File: src/design/wag_pkg.sv
`timescale 1ns / 1ps

package wag_pkg;

  localparam int MASK_W   = 8;
  localparam int CHOSEN_W = 3;

  typedef enum logic [1:0] {
    S_IDLE,
    S_MERGE,
    S_COMMIT
  } wag_state_t;

  typedef struct packed {
    logic load;
    logic commit;
    logic nonempty;
    logic winner;
    logic take;
  } lane_ctl_t;

endpackage

File: src/design/weighted_age_arbiter_core.sv
`timescale 1ns / 1ps
// Channel  Handshake          Word
// in       in_valid/in_stall  in_nonempty_mask[7:0], in_supply_mask[7:0]
// out      out_valid/out_stall out_chosen_input[2:0], out_packet_taken
//
// One word in flight at a time: each word passes the registered compare tree of
// depth LVLS = clog2(NUM_INPUTS) between the lane activity update and the age
// commit of the same word.
// Synchronous active-low reset clears all lanes: ages zero, all inputs inactive.
// A word held in the output register does not block the next input word; the
// commit of that next word waits only while out_stall holds the previous one.

module weighted_age_arbiter_core #(
  parameter int NUM_INPUTS = 8,
  parameter int AGE_BITS   = 16
) (
  input  logic                          clk,
  input  logic                          rst_n,
  input  logic                          in_valid,
  output logic                          in_stall,
  input  logic [wag_pkg::MASK_W-1:0]    in_nonempty_mask,
  input  logic [wag_pkg::MASK_W-1:0]    in_supply_mask,
  output logic                          out_valid,
  input  logic                          out_stall,
  output logic [wag_pkg::CHOSEN_W-1:0]  out_chosen_input,
  output logic                          out_packet_taken
);
  import wag_pkg::*;

  localparam int LVLS   = (NUM_INPUTS > 1) ? $clog2(NUM_INPUTS) : 1;
  localparam int IDX_W  = (NUM_INPUTS > 1) ? $clog2(NUM_INPUTS) : 1;
  localparam int CNT_W  = (LVLS > 1) ? $clog2(LVLS) : 1;

  wag_state_t state_r;
  wag_state_t state_nxt;

  logic [CNT_W-1:0]    cnt_r;
  logic [CNT_W-1:0]    cnt_nxt;
  logic [MASK_W-1:0]   supply_r;
  logic                out_valid_r;
  logic                out_valid_nxt;
  logic [CHOSEN_W-1:0] out_chosen_r;
  logic                out_taken_r;

  logic                accept;
  logic                commit;
  logic                lane_load;
  logic                lane_commit;
  logic                merge_done;
  logic                slot_free;

  logic [NUM_INPUTS-1:0] lane_act;
  logic [AGE_BITS-1:0]   lane_key [NUM_INPUTS];
  logic [NUM_INPUTS-1:0] win_vec;
  logic [NUM_INPUTS-1:0] sup_vec;
  logic                  root_vld;
  logic [IDX_W-1:0]      root_idx;
  logic [IDX_W-1:0]      win_idx;
  logic [CHOSEN_W+IDX_W-1:0] chosen_ext;
  logic                  taken;

  assign accept     = in_valid && !in_stall;
  assign slot_free  = !out_valid_r || !out_stall;
  assign merge_done = (cnt_r == CNT_W'(LVLS - 1));

  always_comb begin
    state_nxt = state_r;
    unique case (state_r)
      S_IDLE: begin
        if (in_valid) state_nxt = S_MERGE;
      end
      S_MERGE: begin
        if (merge_done) state_nxt = S_COMMIT;
      end
      S_COMMIT: begin
        if (slot_free) state_nxt = S_IDLE;
      end
      default: state_nxt = S_IDLE;
    endcase
  end

  always_comb begin
    in_stall    = 1'b1;
    lane_commit = 1'b0;
    cnt_nxt     = '0;
    unique case (state_r)
      S_IDLE: begin
        in_stall = 1'b0;
      end
      S_MERGE: begin
        cnt_nxt = merge_done ? '0 : cnt_r + CNT_W'(1);
      end
      S_COMMIT: begin
        lane_commit = slot_free;
      end
      default: begin
        in_stall = 1'b1;
      end
    endcase
  end

  assign lane_load = accept;
  assign commit    = lane_commit;

  for (genvar i = 0; i < NUM_INPUTS; i++) begin : g_lane
    logic      ne;
    lane_ctl_t ctl;

    if (i < MASK_W) begin : g_bit
      assign ne         = in_nonempty_mask[i];
      assign sup_vec[i] = supply_r[i];
    end else begin : g_none
      assign ne         = 1'b0;
      assign sup_vec[i] = 1'b0;
    end

    assign win_vec[i]   = (win_idx == IDX_W'(i));
    assign ctl.load     = lane_load;
    assign ctl.commit   = lane_commit;
    assign ctl.nonempty = ne;
    assign ctl.winner   = win_vec[i];
    assign ctl.take     = sup_vec[i];

    wag_lane #(
      .AGE_BITS (AGE_BITS),
      .LANE_IDX (i)
    ) u_lane (
      .clk    (clk),
      .rst_n  (rst_n),
      .ctl    (ctl),
      .active (lane_act[i]),
      .key    (lane_key[i])
    );
  end

  wag_merge #(
    .NUM_INPUTS (NUM_INPUTS),
    .AGE_BITS   (AGE_BITS),
    .IDX_W      (IDX_W),
    .LVLS       (LVLS)
  ) u_merge (
    .clk      (clk),
    .leaf_vld (lane_act),
    .leaf_key (lane_key),
    .root_vld (root_vld),
    .root_idx (root_idx)
  );

  assign win_idx    = root_vld ? root_idx : '0;
  assign taken      = |(win_vec & sup_vec);
  assign chosen_ext = {CHOSEN_W'(0), win_idx};

  assign out_valid_nxt = commit || (out_valid_r && out_stall);

  always_ff @(posedge clk) begin
    if (!rst_n) begin
      state_r     <= S_IDLE;
      cnt_r       <= '0;
      out_valid_r <= 1'b0;
    end else begin
      state_r     <= state_nxt;
      cnt_r       <= cnt_nxt;
      out_valid_r <= out_valid_nxt;
    end
  end

  always_ff @(posedge clk) begin
    if (accept) begin
      supply_r <= in_supply_mask;
    end
    if (commit) begin
      out_chosen_r <= chosen_ext[CHOSEN_W-1:0];
      out_taken_r  <= taken;
    end
  end

  assign out_valid        = out_valid_r;
  assign out_chosen_input = out_chosen_r;
  assign out_packet_taken = out_taken_r;

  a_commit_sets_out: assert property (@(posedge clk) disable iff (!rst_n)
    commit |=> out_valid_r)
    else $error("committed word not presented");

  a_accept_merges: assert property (@(posedge clk) disable iff (!rst_n)
    accept |=> (state_r == S_MERGE))
    else $error("accepted word did not enter merge");

  a_winner_active: assert property (@(posedge clk) disable iff (!rst_n)
    (state_r == S_COMMIT) && root_vld |-> ((lane_act & win_vec) != '0))
    else $error("granted lane is not active");

  a_none_active: assert property (@(posedge clk) disable iff (!rst_n)
    (state_r == S_COMMIT) && !root_vld |-> (lane_act == '0))
    else $error("active lane missed by merge");

endmodule

File: src/design/wag_lane.sv
`timescale 1ns / 1ps

module wag_lane #(
  parameter int AGE_BITS = 16,
  parameter int LANE_IDX = 0
) (
  input  logic                  clk,
  input  logic                  rst_n,
  input  wag_pkg::lane_ctl_t    ctl,
  output logic                  active,
  output logic [AGE_BITS-1:0]   key
);
  import wag_pkg::*;

  logic                active_r;
  logic                active_nxt;
  logic [AGE_BITS-1:0] age_r;
  logic [AGE_BITS-1:0] age_nxt;

  always_comb begin
    active_nxt = active_r;
    age_nxt    = age_r;
    if (ctl.load) begin
      active_nxt = ctl.nonempty;
      if (ctl.nonempty && !active_r) begin
        age_nxt = '0;
      end
    end else if (ctl.commit) begin
      if (ctl.winner) begin
        if (ctl.take) begin
          age_nxt = '0;
        end
      end else if (active_r && (age_r != '1)) begin
        age_nxt = age_r + AGE_BITS'(1);
      end
    end
  end

  always_ff @(posedge clk) begin
    if (!rst_n) begin
      active_r <= 1'b0;
      age_r    <= '0;
    end else begin
      active_r <= active_nxt;
      age_r    <= age_nxt;
    end
  end

  assign active = active_r;
  assign key    = active_r ? (age_r >> LANE_IDX) : '0;

endmodule

File: src/design/wag_merge.sv
`timescale 1ns / 1ps

module wag_merge #(
  parameter int NUM_INPUTS = 8,
  parameter int AGE_BITS   = 16,
  parameter int IDX_W      = 3,
  parameter int LVLS       = 3
) (
  input  logic                  clk,
  input  logic [NUM_INPUTS-1:0] leaf_vld,
  input  logic [AGE_BITS-1:0]   leaf_key [NUM_INPUTS],
  output logic                  root_vld,
  output logic [IDX_W-1:0]      root_idx
);
  import wag_pkg::*;

  localparam int LEAVES = 1 << LVLS;

  logic                node_vld_r [LEAVES-1];
  logic [AGE_BITS-1:0] node_key_r [LEAVES-1];
  logic [IDX_W-1:0]    node_idx_r [LEAVES-1];

  for (genvar k = 1; k < LEAVES; k++) begin : g_node
    logic                l_vld;
    logic [AGE_BITS-1:0] l_key;
    logic [IDX_W-1:0]    l_idx;
    logic                r_vld;
    logic [AGE_BITS-1:0] r_key;
    logic [IDX_W-1:0]    r_idx;
    logic                pick_r;

    if (2 * k >= LEAVES) begin : g_leaf
      localparam int LI = 2 * k - LEAVES;
      localparam int RI = 2 * k + 1 - LEAVES;
      if (LI < NUM_INPUTS) begin : g_l
        assign l_vld = leaf_vld[LI];
        assign l_key = leaf_key[LI];
      end else begin : g_lpad
        assign l_vld = 1'b0;
        assign l_key = '0;
      end
      if (RI < NUM_INPUTS) begin : g_r
        assign r_vld = leaf_vld[RI];
        assign r_key = leaf_key[RI];
      end else begin : g_rpad
        assign r_vld = 1'b0;
        assign r_key = '0;
      end
      assign l_idx = IDX_W'(LI);
      assign r_idx = IDX_W'(RI);
    end else begin : g_inner
      assign l_vld = node_vld_r[2 * k - 1];
      assign l_key = node_key_r[2 * k - 1];
      assign l_idx = node_idx_r[2 * k - 1];
      assign r_vld = node_vld_r[2 * k];
      assign r_key = node_key_r[2 * k];
      assign r_idx = node_idx_r[2 * k];
    end

    assign pick_r = r_vld && (!l_vld || (r_key > l_key));

    always_ff @(posedge clk) begin
      node_vld_r[k-1] <= pick_r ? r_vld : l_vld;
      node_key_r[k-1] <= pick_r ? r_key : l_key;
      node_idx_r[k-1] <= pick_r ? r_idx : l_idx;
    end
  end

  assign root_vld = node_vld_r[0];
  assign root_idx = node_idx_r[0];

endmodule

File: config.mk
export PLATFORM = sky130hd
export DESIGN_NAME = weighted_age_arbiter_core
export DESIGN_NICKNAME = d
export VERILOG_FILES = /design/src/design/wag_pkg.sv /design/src/design/weighted_age_arbiter_core.sv /design/src/design/wag_lane.sv /design/src/design/wag_merge.sv
export SDC_FILE = /design/constraint.sdc
export NUM_CORES = 1
export LEC_CHECK = 0
export ABC_AREA = 1
export BUFFER_PORTS_ARGS = -buffer_cell sky130_fd_sc_hd__buf_4
export CORE_ASPECT_RATIO = 0.75
export CORE_UTILIZATION = 45
export DETAILED_ROUTE_END_ITERATION = 8
export PLACE_DENSITY = 0.66
export SLEW_MARGIN = 20
export SYNTH_ARGS = -nofsm -noshare
export SYNTH_HDL_FRONTEND = slang
export SYNTH_HIERARCHICAL = 1
export SYNTH_SLANG_ARGS = --single-unit
File: constraint.sdc
create_clock -name clk -period 7.4 [get_ports clk]
set_clock_uncertainty 0.2 [all_clocks]
set_input_delay 0.37 -clock clk [delete_from_list [all_inputs] [get_ports clk]]
set_output_delay 0.37 -clock clk [all_outputs]
set_load 0.01 [all_outputs]
==> flow_summary.json <==
{
  "outcome": "finished, final reports clean",
  "layout_common_cells": "876 x nand2_1, 437 x inv_1, 361 x nor2_1",
  "yosys.area.top_type_share": 0.276,
  "setup_tns_ns": 0,
  "cp.required_ns": 7.70,
  "ys_ff_latch": 267,
  "path_class": "flop to flop",
  "fmax_mhz": 284,
  "final-setup-viol-count": 0,
  "design_area_mm2": 0.0198,
  "hold_buffers": 18,
  "hp-class": "input pin to flop",
  "cts.clk_slew.worst_paths_ns": 0.06,
  "dieArea_mm2": 0.0419,
  "ctsResizeCount": 0,
  "drive_gt1_frac": 0.0901,
  "synth_cell_types": 37,
  "wirelength_mm": 44.9,
  "postPlaceCellArea_mm2": 0.0187,
  "worstSkewPairLatency_ns": 0.58,
  "num_antenna_cells": 0,
  "ir_drop_mv": 0.169,
  "start_kind": "flop",
  "h-tree-depth": 1,
  "vias": 17241,
  "drtIter0Drc": 1558,
  "cts_sinks": 267,
  "nets": 3039,
  "netlist_area_mm2": 0.0185,
  "drv_cap": 0,
  "place_hpwl_mm": 33.2,
  "grt_max_degree": 67,
  "grt_overflow_total": 0,
  "tritoncts": "built",
  "synthToLayoutAreaGrowth_pct": 7.19,
  "rows": 63,
  "syn_avg_cell_area_um2": 6.37,
  "die_x_um": 236,
  "antenna_found_initial": 0,
  "initial_core_util": 0.462,
  "final_common_cell": "nand2_1",
  "grt.busiest_layer": "met2",
  "finalMaxSlewViolations": 0,
  "cts_setup_buffers": 0,
  "cts_buffers": 29,
  "clockRootBuffer": "clkbuf_16",
  "first_global_vias": 15776,
  "crit_path_max_fanout": 39,
  "finalCriticalPeriod_ns": 3.52,
  "min_period_over_period": 0.475,
  "leakagePower_uw": 0.00957,
  "cp-end-kind": "flop",
  "drtPass1Iterations": 6,
  "hold_viol_final": 0,
  "grt_usage": 0.216,
  "grt_pass1_wl_mm": 75.4,
  "worstPathArrival_ns": 3.82,
  "yosys_warnings": 6,
  "wl_per_cell_um": 13.1,
  "relSlewSlack": 0.302,
  "syn_inst": 2900,
  "core_area_mm2": 0.0400,
  "rsz0062_at_grt": "false",
  "routabilityCongestion": 0.907,
  "use_met1": 0.318,
  "post-route-drc-count": 0,
  "ys_top_cells_by_area": "dfxtp_1 28%, nand2_1 18%, nand3_1 9.4%",
  "via_per_inst": 5.01,
  "grtUsageMet2": 0.323,
  "fillers": 4005,
  "ios": 26,
  "timing.reg2reg.setup_slack_ns": 3.88,
  "die_h_um": 177,
  "port_buffers": 25,
  "p_per_area_mw_per_mm2": 188,
  "seq_area_frac_synth": 0.296,
  "yosysTopAreaCell": "dfxtp_1",
  "cts_buffer_depth": 3,
  "worstMarginPinSlew_ns": 1.05,
  "postRouteAntennaNets": 0,
  "grtUsageMet3": 0.0347
}
## final cells by class
type	count	area, um^2	area share
clock buffer	39	813	0.0411
clock inverter	13	143	0.00721
inverter	448	1680	0.0850
multi-input combinational	2098	10600	0.535
sequential	267	5470	0.276
tap	520	651	0.0329
timing repair buffer	54	450	0.0228
## critical path, stage by stage (launching register included)
cell and delay [ns]:
dfxtp_1 0.33, nor2_1 0.13, nand2_1 0.10, inv_2 0.26, buf_4 0.49, nand2_1 0.14
or2_0 0.23, a21oi_2 0.83, nand2_1 0.29, inv_2 0.23, nor2_1 0.06, nor2_1 0.10
## synthesized netlist by cell type, drive strengths merged
master  instances
a21oi          76
conb            7
buf            87
nand3         399
o21ai          50
ha            121
a21o            7
o21bai         16
o21a            3
edfxtp         12
dfxtp         255
nor2          387
nand3b          1
nand2         931
nand4          41
nor3           17
or2            21
inv           448
clkbuf         21
## flip-flops by register name (all words and copies together) (netlist names)
signal,flops
g_lane.u_lane/active,8
state_r,2
sup_vec,8
u_merge/node_idx_r,11
out_valid,1
cnt_r,2
out_chosen_input,3
out_packet_taken,1
u_merge/node_vld_r,7
g_lane.u_lane/age_r,128
u_merge/node_key_r,96
## per-layer routing
layer	vias to the layer above	wire, um
met5	-	55
met4	2	999
met3	75	2820
met2	472	17900
met1	7713	23200
li1	8979	-
## path summary, 6_finish.rpt
check                           cells past startpoint        from                         end
worst max-delay path                               11  state_r[0]  g_lane[4].u_lane/age_r[11]
worst min-delay path                                3       rst_n   g_lane[6].u_lane/age_r[2]
worst max register to register                     11  state_r[0]  g_lane[4].u_lane/age_r[11]
worst min register to register                      1    cnt_r[0]                    cnt_r[0]
## logic make-up after synthesis
family                   share of synthesized area
buffers and inverters                        0.135
other                                      0.00142
AND/OR/NAND/NOR                              0.437
adder cells (fa/ha/maj)                     0.0820
AO/OA/AOI/OAI                               0.0478
flip-flops                                   0.296
## power by group
group	leakage [uW]	switching [uW]	internal, uW
Sequential	0.00219	104	1530
Combinational	0.00692	419	202
Clock	0.000465	619	843
## metrics by stage
| step | cells | total power [uW] | hold slack [ns] | util | setup slack, ns |
|---|---|---|---|---|---|
| final | 3439 | 3710 | 0.149 | 0.495 | 3.88 |
| after global routing | 3439 | 3910 | 0.193 | 0.495 | 3.58 |
| after CTS | 3439 | 3750 | 0.136 | 0.495 | 3.92 |
| after detailed placement | 3369 | 2260 | 0.204 | 0.467 | 3.95 |
| after global placement | 3369 | 2240 | 0.199 | 0.467 | 4.08 |
| after floorplan | 2921 | 2160 | 0.191 | - | 4.71 |
(Power assumes the default switching activity.)
